## src/rtl/flp_pkg.sv

```systemverilog
`default_nettype none
package flp_pkg;

  localparam int FLOWS      = 64;
  localparam int FLOW_W     = 6;
  localparam int CNT_W      = 24;
  localparam int WDROP_W    = 10;
  localparam logic [CNT_W-1:0] CNT_MAX = {CNT_W{1'b1}};

  localparam logic [1:0] FUNC_SENT = 2'd0;
  localparam logic [1:0] FUNC_DROP = 2'd1;
  localparam logic [1:0] FUNC_TICK = 2'd2;
  localparam logic [1:0] FUNC_NONE = 2'd3;

  localparam logic [2:0] REG_FLOW_COUNT = 3'd0;
  localparam logic [2:0] REG_THRESHOLD  = 3'd1;
  localparam logic [2:0] REG_WEIGHT     = 3'd2;
  localparam logic [2:0] REG_WINDOW     = 3'd3;
  localparam logic [2:0] REG_ED_ENABLE  = 3'd4;
  localparam logic [2:0] REG_MIN_SAMP   = 3'd5;

  typedef struct packed {
    logic [6:0]  flow_count;
    logic [15:0] threshold;
    logic [15:0] weight;
    logic [7:0]  window;
    logic        ed_enable;
    logic [7:0]  min_samples;
  } cfg_t;

  typedef struct packed {
    logic lat;
    logic rd_evt;
    logic rd_walk;
    logic snd_upd;
    logic drp_upd;
    logic div_tick;
    logic dec;
    logic mul;
    logic walk_wr;
    logic j_clr;
    logic j_inc;
  } cmd_t;

  typedef struct packed {
    logic [1:0] func;
    logic       vld;
    logic       busy;
    logic       j_last;
    logic       n_zero;
    logic       out_free;
  } sts_t;

endpackage
`default_nettype wire

```

## src/rtl/flp_ctrl.sv

```systemverilog
`default_nettype none
module flp_ctrl (
  input  wire logic          clk,
  input  wire logic          rst,
  input  wire logic          in_valid,
  output logic               in_ready,
  input  wire flp_pkg::sts_t sts,
  output flp_pkg::cmd_t      cmd
);
  import flp_pkg::*;

  typedef enum logic [12:0] {
    IDLE   = 13'b0000000000001,
    DISP   = 13'b0000000000010,
    S_RD   = 13'b0000000000100,
    S_UPD  = 13'b0000000001000,
    S_DIVW = 13'b0000000010000,
    S_DEC  = 13'b0000000100000,
    D_RD   = 13'b0000001000000,
    D_UPD  = 13'b0000010000000,
    W_RD   = 13'b0000100000000,
    W_DIV  = 13'b0001000000000,
    W_WAIT = 13'b0010000000000,
    W_MUL  = 13'b0100000000000,
    W_WR   = 13'b1000000000000
  } state_t;

  state_t state, state_next;

  assign in_ready = state == IDLE;

  always_comb begin
    cmd = '0;
    state_next = state;
    unique case (state)
      IDLE: if (in_valid) begin
        cmd.lat = 1'b1;
        state_next = DISP;
      end
      DISP: begin
        case (sts.func)
          FUNC_SENT: state_next = sts.vld ? S_RD : S_DEC;
          FUNC_DROP: state_next = sts.vld ? D_RD : IDLE;
          FUNC_TICK: begin
            if (sts.n_zero) state_next = IDLE;
            else begin
              cmd.j_clr = 1'b1;
              state_next = W_RD;
            end
          end
          default: state_next = IDLE;
        endcase
      end
      S_RD: begin
        cmd.rd_evt = 1'b1;
        state_next = S_UPD;
      end
      S_UPD: begin
        cmd.snd_upd = 1'b1;
        state_next = S_DIVW;
      end
      S_DIVW: if (!sts.busy) state_next = S_DEC;
      S_DEC: if (sts.out_free) begin
        cmd.dec = 1'b1;
        state_next = IDLE;
      end
      D_RD: begin
        cmd.rd_evt = 1'b1;
        state_next = D_UPD;
      end
      D_UPD: begin
        cmd.drp_upd = 1'b1;
        state_next = IDLE;
      end
      W_RD: begin
        cmd.rd_walk = 1'b1;
        state_next = W_DIV;
      end
      W_DIV: begin
        cmd.div_tick = 1'b1;
        state_next = W_WAIT;
      end
      W_WAIT: if (!sts.busy) state_next = W_MUL;
      W_MUL: begin
        cmd.mul = 1'b1;
        state_next = W_WR;
      end
      W_WR: if (sts.out_free) begin
        cmd.walk_wr = 1'b1;
        if (sts.j_last) state_next = IDLE;
        else begin
          cmd.j_inc = 1'b1;
          state_next = W_RD;
        end
      end
      default: state_next = IDLE;
    endcase
  end

  always_ff @(posedge clk) begin
    if (rst) state <= IDLE;
    else state <= state_next;
  end
endmodule
`default_nettype wire

```

## config.mk

```make
export PLATFORM = sky130hd
export DESIGN_NAME = flp_ctrl
export DESIGN_NICKNAME = d
export VERILOG_FILES = /design/src/rtl/flp_pkg.sv /design/src/rtl/flp_ctrl.sv
export SDC_FILE = /design/constraint.sdc
export NUM_CORES = 1
export LEC_CHECK = 0
export BUFFER_PORTS_ARGS = -buffer_cell sky130_fd_sc_hd__buf_2
export CAP_MARGIN = 5
export CORE_MARGIN = 8
export CORE_UTILIZATION = 55
export CTS_BUF_LIST = sky130_fd_sc_hd__clkbuf_4 sky130_fd_sc_hd__clkbuf_8
export DETAILED_ROUTE_END_ITERATION = 12
export HOLD_SLACK_MARGIN = 0.12
export MAX_ROUTING_LAYER = met4
export PLACE_DENSITY = 0.82
export SLEW_MARGIN = 15
export SYNTH_ARGS = -nofsm -noshare
export SYNTH_HDL_FRONTEND = slang
export SYNTH_SLANG_ARGS = --single-unit
```

## constraint.sdc

```tcl
create_clock -name clk -period 2.3 [get_ports clk]
set_clock_uncertainty 0.2 [all_clocks]
set_input_delay 0.115 -clock clk [delete_from_list [all_inputs] [get_ports clk]]
set_output_delay 0.115 -clock clk [all_outputs]
set_load 0.02 [all_outputs]
```

==> results of run 1 <==
[stage by stage]
| stage | total power, µW | setup TNS [ps] | cell area, µm² | cells | setup WS (ps) |
|---|---|---|---|---|---|
| 2_1_floorplan | 358.1 | 0 | 1007 | 121 | 85.15 |
| 3_3_place_gp | 400.8 | 0 | 1120 | 166 | 153.0 |
| 3_5_place_dp | 405.4 | 0 | 1120 | 166 | 105.4 |
| 4_1_cts | 579.3 | 0 | 1296 | 181 | 43.70 |
| 5_1_grt | 620.1 | -2.911 | 1328 | 182 | -1.899 |
| 6_report | 590.9 | 0 | 1328 | 182 | 49.17 |
[area by class of cell]
| cell class | instances | area, µm² | share of cell area |
|---|---|---|---|
| Tap cell | 25 | 31.28 | 0.02356 |
| Timing Repair Buffer | 40 | 272.8 | 0.2055 |
| Inverter | 3 | 11.26 | 0.008483 |
| Multi-Input combinational cell | 97 | 709.4 | 0.5344 |
| Sequential cell | 13 | 272.8 | 0.2055 |
| Clock buffer | 4 | 30.03 | 0.02262 |
[per-layer routing]
layer | GRT usage | part of all wire | vias up
li1 | - | - | 526
met1 | 0.2094 | 0.43 | 519
met2 | 0.3146 | 0.49 | 48
met3 | 0.02609 | 0.052 | 12
met4 | 0.06485 | 0.030 | 0
met5 | - | 0 | -
[repair_timing]
| action | in CTS | in global routing |
|---|---|---|
| endpoints found under the setup margin | 2 | 5 |
| resized for setup | 12 | 7 |
| setup buffers | 3 | 1 |
| pin swaps | 1 | 3 |
| hold endpoints to repair | 13 | 0 |
| hold buffers | 8 | 0 |
[tightest hold or removal path, cell delays in order]
cell and delay, ps:
sky130_fd_sc_hd__buf_2 100, sky130_fd_sc_hd__nand2b_1 70, sky130_fd_sc_hd__or4_4 130, sky130_fd_sc_hd__a21oi_4 80, sky130_fd_sc_hd__o21ai_1 140, sky130_fd_sc_hd__a21oi_1 70
[power breakdown]
part / internal, µW / switching [µW]
Sequential: 234 / 13.4
Clock: 79.1 / 68.4
Combinational: 91.5 / 104
Total: 405 / 186
[placed cells by master (no fill, tap or decap), types with 2 or more instances in the layout]
cell type | synthesis | final
sky130_fd_sc_hd__nor2_1 | 18 | 18
sky130_fd_sc_hd__nor3b_1 | 2 | 2
sky130_fd_sc_hd__clkbuf_4 | 0 | 4
sky130_fd_sc_hd__dfxtp_1 | 13 | 7
sky130_fd_sc_hd__dfxtp_2 | 0 | 4
sky130_fd_sc_hd__xor2_1 | 2 | 2
sky130_fd_sc_hd__o21ai_0 | 5 | 5
sky130_fd_sc_hd__or4_4 | 2 | 3
sky130_fd_sc_hd__or3_4 | 2 | 2
sky130_fd_sc_hd__buf_4 | 2 | 13
sky130_fd_sc_hd__nor4_1 | 6 | 5
sky130_fd_sc_hd__nor4b_1 | 5 | 5
sky130_fd_sc_hd__and2_1 | 2 | 2
sky130_fd_sc_hd__nand3_1 | 2 | 2
sky130_fd_sc_hd__a21oi_1 | 3 | 3
sky130_fd_sc_hd__dlygate4sd3_1 | 0 | 8
sky130_fd_sc_hd__nor3_4 | 1 | 3
sky130_fd_sc_hd__xnor2_1 | 4 | 4
sky130_fd_sc_hd__and4_1 | 2 | 2
sky130_fd_sc_hd__nand4_1 | 4 | 4
sky130_fd_sc_hd__inv_1 | 3 | 3
sky130_fd_sc_hd__nand2_1 | 5 | 5
sky130_fd_sc_hd__dfxtp_4 | 0 | 2
sky130_fd_sc_hd__buf_2 | 0 | 19
sky130_fd_sc_hd__nor3_1 | 4 | 3
[logic make-up after synthesis]
kind of cell / Yosys count / synth area share
xor gates and xnor gates: 6 / 0.05217
buffers and inverters: 11 / 0.08694
and+or+nand+nor: 72 / 0.4658
AOI/OAI and AO/OA: 19 / 0.1367
DFF: 13 / 0.2584
[worst max-delay path by stage]
stage	cells after the start	slack, ps	endpoint	startpoint
3_5_place_dp	5	110	state[8]	state[5]
5_1_grt	5	-2	cmd[0]	state[4]
3_3_place_gp	5	150	state[8]	state[5]
6_report	5	50	cmd[1]	state[0]
2_1_floorplan	5	90	cmd[0]	state[5]
4_1_cts	5	40	cmd[0]	state[0]
==> results.cfg, run 1 <==
[floorplanning]
floorplan.die.height_um = 58.80
initial_utilization = 0.5833
die_area_mm2 = 0.003457
rows = 15
top_level_ports = 22
core_area_mm2 = 0.001727
die_width_um = 58.80

[setup_path]
critPathSlowestCell = sky130_fd_sc_hd__or4b_4
timing_worst_setup_path_type = reg -> out
worst_path_bufs_invs = 1
worst_ep_required_time_ps = 1990
cp-end-kind = output pin
r2r_startpoint = state[0]
critical_path_arrival_ps = 1940
timing.reg2reg.setup_slack_ps = 90
cp_max_fo = 6
r2r.worst_path.cells = 5
crit_family = simple AND/OR/NAND/NOR gates
critical_path.max_stage_delay_ps = 540
crit_path_cell_trace = or4b_4, nand2b_4, or2_4, nor3b_2, buf_4
r2r-end = state[2]
cp-start-kind = flop

[synth]
yosysTopAreaCell = sky130_fd_sc_hd__dfxtp_1
synth_top_cells_by_count = sky130_fd_sc_hd__nor2_1, sky130_fd_sc_hd__dfxtp_1, sky130_fd_sc_hd__nor4_1
synthesis.area_per_instance_um2 = 8.324
ys_seq_area_frac = 0.2584
synth_top_area_share = 0.2584
synth_nets = 131
synthesis.yosys.warnings = 0
mappedNetlistArea_mm2 = 0.001007
yosysMostFrequentCell = sky130_fd_sc_hd__nor2_1
ys_dominant_reg_cell = sky130_fd_sc_hd__dfxtp_1
post_synth_main_area_contributors = sky130_fd_sc_hd__dfxtp_1, sky130_fd_sc_hd__nor2_1, sky130_fd_sc_hd__buf_6, sky130_fd_sc_hd__nor4b_1, sky130_fd_sc_hd__nor4_1
synth_cell_types = 48
synthCells = 121
synth-seq-cells = 13
synth-async-reset-ratio = 0
synth-edff-count = 0

[drt]
finalWirelength_um = 2970
detail_route.drc_violations = 0
drt-wirelength-per-cell_um = 16.32
avgViaCountPerCell = 6.071
vias = 1105
antenna_left = 0
detail_route.iter0.violations = 23
first_pass_iters = 4

[worst_hold_path]
hold-path-endpoint = state[10]
timing.hold.worst.start = sts[3]
min_path_type = in -> reg
holdPathStages = 6

[pwr]
leakagePower_uw = 0.0005983
power-per-cell-area_mw_per_mm2 = 445.1
power.ir.vdd_worst_uv = 386.8

[sta]
finalMaxSlewViolations = 0
timing.final.setup_violations = 0
timing.max_slew.rel_slack = 0.7371
grt_setup_unrepaired = true
final_min_period_over_clock_period = 0.9786
post-route-min-period_ps = 2251
worst_pin_slew_ps = 390.7
hold_viol = 0
worst_hold_slack_ps = 262.1
max_freq_ghz = 0.4443

[placed_design]
finalWeightedCongestion = 0.8983
dp.final_hpwl_um = 2094
io_buffer_count = 21

[final_layout]
finish.net_count = 168
final_core_utilization = 0.7688
proportion_of_layout_cells_with_a_drive_suffix_above_1 = 0.3885
num-fill-cells = 114
largest_register_ffs = 13
reg.largest.list = state (13)
synth_to_final_area_change_pct = 31.80
antenna-diode-count = 0
most_flop_heavy_register = state

[clock_network]
cts.clk_slew.worst_paths_ps = 80
cts_tree = done
ctsHtreeMaxLevel = 1
clock-sinks = 13
cts_buffers = 3
insertion_delay_ps = 270
ctsLongestPathBuffers = 2
cts-root-buf = sky130_fd_sc_hd__clkbuf_4

[global_routing]
number_of_antenna_violations_at_the_first_check_in_global_routing = 0
grt_pass1_wl_um = 4961
maximum_number_of_pins_on_one_net_before_global_route_repair = 11
grt_util_all_layers = 0.1826
global_route.overflow_total = 0
first_global_vias = 1095

[run]
max_cap_violations = 0

[outcome]
run_status = finished clean
(Power assumes the default switching activity.)
==> run 2, diff against run 1 <==
- clock period: 2.3 -> 2.35 ns (I/O delays scaled with it)
==> results.cfg, run 2 (synthesized netlist as in run 1, its figures left out) <==
[final_layout]
reg.largest.list = state (13)
largest_register_ffs = 13
most_flop_heavy_register = state
antenna-diode-count = 0
layout.cells.most_common_list = sky130_fd_sc_hd__buf_2, sky130_fd_sc_hd__nor2_1, sky130_fd_sc_hd__buf_4
most_common_library_cell_in_the_layout_ignoring_fill_and_taps = sky130_fd_sc_hd__buf_2
synth_to_final_area_change_pct = 30.06
finish.net_count = 167
proportion_of_layout_cells_with_a_drive_suffix_above_1 = 0.3782
num-fill-cells = 123

[sta]
hold_viol = 0
max_freq_ghz = 0.4386
finalMaxSlewViolations = 0
worst_pin_slew_ps = 499.9
post-route-min-period_ps = 2280
final_min_period_over_clock_period = 0.9701
tns_ps = 0
timing.final.setup_violations = 0
postLayoutSetupSlackWorst_ps = 70.22
timing.max_slew.rel_slack = 0.6637

[clock_network]
insertion_delay_ps = 280
cts-root-buf = sky130_fd_sc_hd__clkbuf_4
ctsLongestPathBuffers = 2
cts_tree = done
clock-sinks = 13
cts.clk_slew.worst_paths_ps = 90
ctsHtreeMaxLevel = 1
cts_buffers = 3

[global_routing]
global_route.overflow_total = 0
grt_util_all_layers = 0.1883
first_global_vias = 1086
number_of_antenna_violations_at_the_first_check_in_global_routing = 0
grt_pass1_wl_um = 5016
maximum_number_of_pins_on_one_net_before_global_route_repair = 11

[drt]
antenna_left = 0
first_pass_iters = 4
drt-wirelength-per-cell_um = 17.78
detail_route.iter0.violations = 50
avgViaCountPerCell = 6.155
vias = 1114
detail_route.drc_violations = 0
finalWirelength_um = 3219

[setup_path]
cp_max_fo = 8
r2r-end = state[8]
crit_family = simple AND/OR/NAND/NOR gates
worst_path_bufs_invs = 0
cp-end-kind = flop
critical_path.max_stage_delay_ps = 560
r2r_startpoint = state[11]
timing.reg2reg.setup_slack_ps = 70
cell_seen_most_often_among_critical_path_stages = sky130_fd_sc_hd__or3_4
cp-start-kind = flop
crit_path_cell_trace = or3_4, or4_4, a21oi_4, or3_4, o21ba_1
critPathSlowestCell = sky130_fd_sc_hd__or4_4
critical_path_arrival_ps = 2260
r2r.worst_path.cells = 5
timing_worst_setup_path_type = reg -> reg
worst_ep_required_time_ps = 2330

[placed_design]
io_buffer_count = 21
dp.final_hpwl_um = 2186
pre_cts_ws_ps = 132.8
finalWeightedCongestion = 1.009

[floorplanning]
top_level_ports = 22
core_area_mm2 = 0.001727
initial_utilization = 0.5833
die_width_um = 58.80
rows = 15
floorplan.die.height_um = 58.80
die_area_mm2 = 0.003457

[pwr]
power-per-cell-area_mw_per_mm2 = 447.3
power.ir.vdd_worst_uv = 489.2
leakagePower_uw = 0.0005845

[worst_hold_path]
holdPathStages = 6
timing.hold.worst.start = sts[3]
hold-path-endpoint = state[10]
min_path_type = in -> reg

[outcome]
run_status = finished clean

[run]
max_cap_violations = 0
## run 2: power by group
group	switching [µW]	internal, µW
Sequential	14.1	229
Combinational	105	94.3
Clock	80.1	63.2
## run 2: stage by stage
step                      area (µm²)  cells  hold slack [ps]  utilization  power, µW
after global placement          1097    163            184.0       0.6355      398.0
after detailed placement        1097    163            185.8       0.6355      399.8
after floorplan                 1007    121           -13.43            -      350.5
final                           1310    181            264.9       0.7587      586.0
after global routing            1310    181            293.8       0.7587      612.3
after CTS                       1250    177            260.1       0.7239      553.7
## run 2: worst min-delay path, cell delays in order
cell,delay [ps]
sky130_fd_sc_hd__buf_2,100
sky130_fd_sc_hd__nand2b_1,80
sky130_fd_sc_hd__or4_4,130
sky130_fd_sc_hd__a21oi_4,70
sky130_fd_sc_hd__o21ai_1,130
sky130_fd_sc_hd__a21oi_1,70
## run 2: routing by layer
metal / vias up / track usage / wire length, µm
met5: - / - / 0
met4: 0 / 0.08874 / 80
met3: 14 / 0.04565 / 297
met2: 80 / 0.3146 / 1593
met1: 497 / 0.2052 / 1246
li1: 523 / - / -
## run 2: area by class of cell
type                            instances  area (µm²)  share of cell area
Timing Repair Buffer                   39       267.8              0.2044
Multi-Input combinational cell         97       698.2              0.5330
Clock inverter                          1       5.005            0.003820
Sequential cell                        13       274.0              0.2092
Tap cell                               25       31.28             0.02388
Clock buffer                            3       22.52             0.01719
Inverter                                3       11.26            0.008596
## run 2: worst max path at each step
stage                   start  endpoint  slack, ps  cells past startpoint
floorplan            state[5]    cmd[0]        130                      5
global placement    state[11]  state[8]        190                      5
detailed placement  state[11]  state[8]        130                      5
CTS                  state[0]    cmd[1]          4                      5
global route         state[4]    cmd[0]        -20                      5
finish              state[11]  state[8]         70                      5
## run 2: repair_timing
item | 4_1_cts | 5_1_grt
buffers inserted | 1 | 4
pin swaps | 2 | 3
gates resized for setup | 9 | 9
endpoints found under the setup margin | 2 | 3
hold buffers | 9 | 0
hold endpoints to repair | 13 | 0
==> run 3, diff against run 2 <==
- ABC_CLOCK_PERIOD_IN_PS: unset -> 2350
- SETUP_SLACK_MARGIN: unset -> 0.15
==> results.cfg, run 3 (synthesized netlist as in run 1, its figures left out) <==
[final_layout]
antenna-diode-count = 0
proportion_of_layout_cells_with_a_drive_suffix_above_1 = 0.4910
layout.area.seq_um2 = 292.8
synth_to_final_area_change_pct = 46.21
layout.cells.most_common_list = sky130_fd_sc_hd__buf_4, sky130_fd_sc_hd__buf_2, sky130_fd_sc_hd__nor2_1
num-fill-cells = 84
finish.net_count = 178
final_core_utilization = 0.8529
multi_input_comb_area_um2 = 739.5
finalNonFillerCells = 192
most_flop_heavy_register = state
largest_register_ffs = 13
most_common_library_cell_in_the_layout_ignoring_fill_and_taps = sky130_fd_sc_hd__buf_4
reg.largest.list = state (13)

[setup_path]
worst_ep_required_time_ps = 2030
cp-start-kind = flop
critPathSlowestCell = sky130_fd_sc_hd__or4b_4
cp-end-kind = output pin
r2r.worst_path.cells = 5
critical_path_arrival_ps = 1930
timing.reg2reg.setup_slack_ps = 150
timing_worst_setup_path_type = reg -> out
cp_max_fo = 3
critical_path.max_stage_delay_ps = 540
r2r_startpoint = state[11]
r2r-end = state[8]
crit_path_cell_trace = or4b_4, nand2b_4, or2_4, nor3b_4, buf_6

[floorplanning]
floorplan.die.height_um = 58.80
core_area_mm2 = 0.001727
initial_utilization = 0.5833
rows = 15
die_area_mm2 = 0.003457
top_level_ports = 22
die_width_um = 58.80

[global_routing]
grt_util_all_layers = 0.2067
met2_usage = 0.3520
global_route.overflow_total = 0
global_route_hottest_layer = met2
grt_util_met3 = 0.02174
maximum_number_of_pins_on_one_net_before_global_route_repair = 11
met1_usage_grt = 0.2444
first_global_vias = 1123
number_of_antenna_violations_at_the_first_check_in_global_routing = 0
grt_pass1_wl_um = 5457

[sta]
finalMaxSlewViolations = 0
timing.final.setup_violations = 0
worst_pin_slew_ps = 492.4
grt_setup_unrepaired = true
max_freq_ghz = 0.4446
final_min_period_over_clock_period = 0.9571
tns_ps = 0
timing.max_slew.rel_slack = 0.6687
post-route-min-period_ps = 2249
hold_viol = 0

[clock_network]
insertion_delay_ps = 270
cts.clk_slew.worst_paths_ps = 80
cts_tree = done
ctsLongestPathBuffers = 2
ctsHtreeMaxLevel = 1
clock-sinks = 13
cts-root-buf = sky130_fd_sc_hd__clkbuf_4
cts_buffers = 3

[worst_hold_path]
timing.hold.worst.start = sts[1]
hold-path-endpoint = state[8]
min_path_type = in -> reg
holdPathStages = 4

[pwr]
leakagePower_uw = 0.0006545
power.ir.vdd_worst_uv = 431.2
power-per-cell-area_mw_per_mm2 = 428.2
power_uw = 630.5

[run]
max_cap_violations = 0

[placed_design]
finalWeightedCongestion = 0.9413
dp_cells = 163
io_buffer_count = 21
dp.final_hpwl_um = 2072

[drt]
antenna_left = 0
avgViaCountPerCell = 6.229
detail_route.iter0.violations = 60
finalWirelength_um = 3710
first_pass_iters = 4
drt-wirelength-per-cell_um = 19.32
detail_route.drc_violations = 0
vias = 1196

[outcome]
run_status = finished clean
[run 3: changes by cell type in the layout (fill, tap and decap cells not counted), moves of 3 or more]
cell	before	now
sky130_fd_sc_hd__buf_4	11	22
sky130_fd_sc_hd__dfxtp_2	5	2
sky130_fd_sc_hd__dfxtp_4	2	8
sky130_fd_sc_hd__dfxtp_1	6	3
[run 3: metal layers]
layer  wire, µm  share of wire
met2       1883           0.51
met4         43          0.012
met5          0              0
met3        374           0.10
met1       1407           0.38
[run 3: worst max-delay path by stage]
| stage | start | endpoint | slack (ps) | cells past startpoint |
|---|---|---|---|---|
| 5_1_grt | state[2] | cmd[0] | 40 | 6 |
| 2_1_floorplan | state[11] | state[8] | 210 | 6 |
| 3_5_place_dp | state[11] | state[8] | 140 | 5 |
| 6_report | state[2] | cmd[1] | 100 | 5 |
| 3_3_place_gp | state[11] | state[8] | 190 | 5 |
| 4_1_cts | state[0] | cmd[1] | 100 | 5 |
[run 3: worst max-delay path: cells and delay by family (launching register included)]
kind          cells  cell delay [ps]
buf+inv           1              150
flops             1              360
simple gates      4             1140
[run 3: layout make-up]
class                   count  share of cell area
well taps                  25             0.02124
inverters                   3            0.007647
clock buffers               4             0.02039
repair buffers             50              0.2498
multi-input cells          97              0.5021
flip-flops and latches     13              0.1988
[run 3: power breakdown]
| part | switching, µW | internal [µW] | total [µW] |
|---|---|---|---|
| combinational | 119 | 117 | 236 |
| sequential | 17.5 | 224 | 242 |
| clock | 75.1 | 77.3 | 152 |
| total | 212 | 419 | 631 |
[run 3: per-stage QoR]
stage	worst slack (ps)	area [µm²]	hold WS (ps)
floorplan	211.0	1016	-13.43
global placement	191.0	1106	190.1
detailed placement	138.9	1106	193.9
CTS	103.7	1384	152.0
global route	36.96	1473	141.5
finish	100.9	1473	140.1
[run 3: repair_timing]
action                     CTS  global route
hold endpoints to repair    13             0
cloned                       0             0
resized for setup           26            12
hold buffers                 8             0
setup endpoints to repair    7            14
buffers inserted            10             8
pin swaps                    8             9
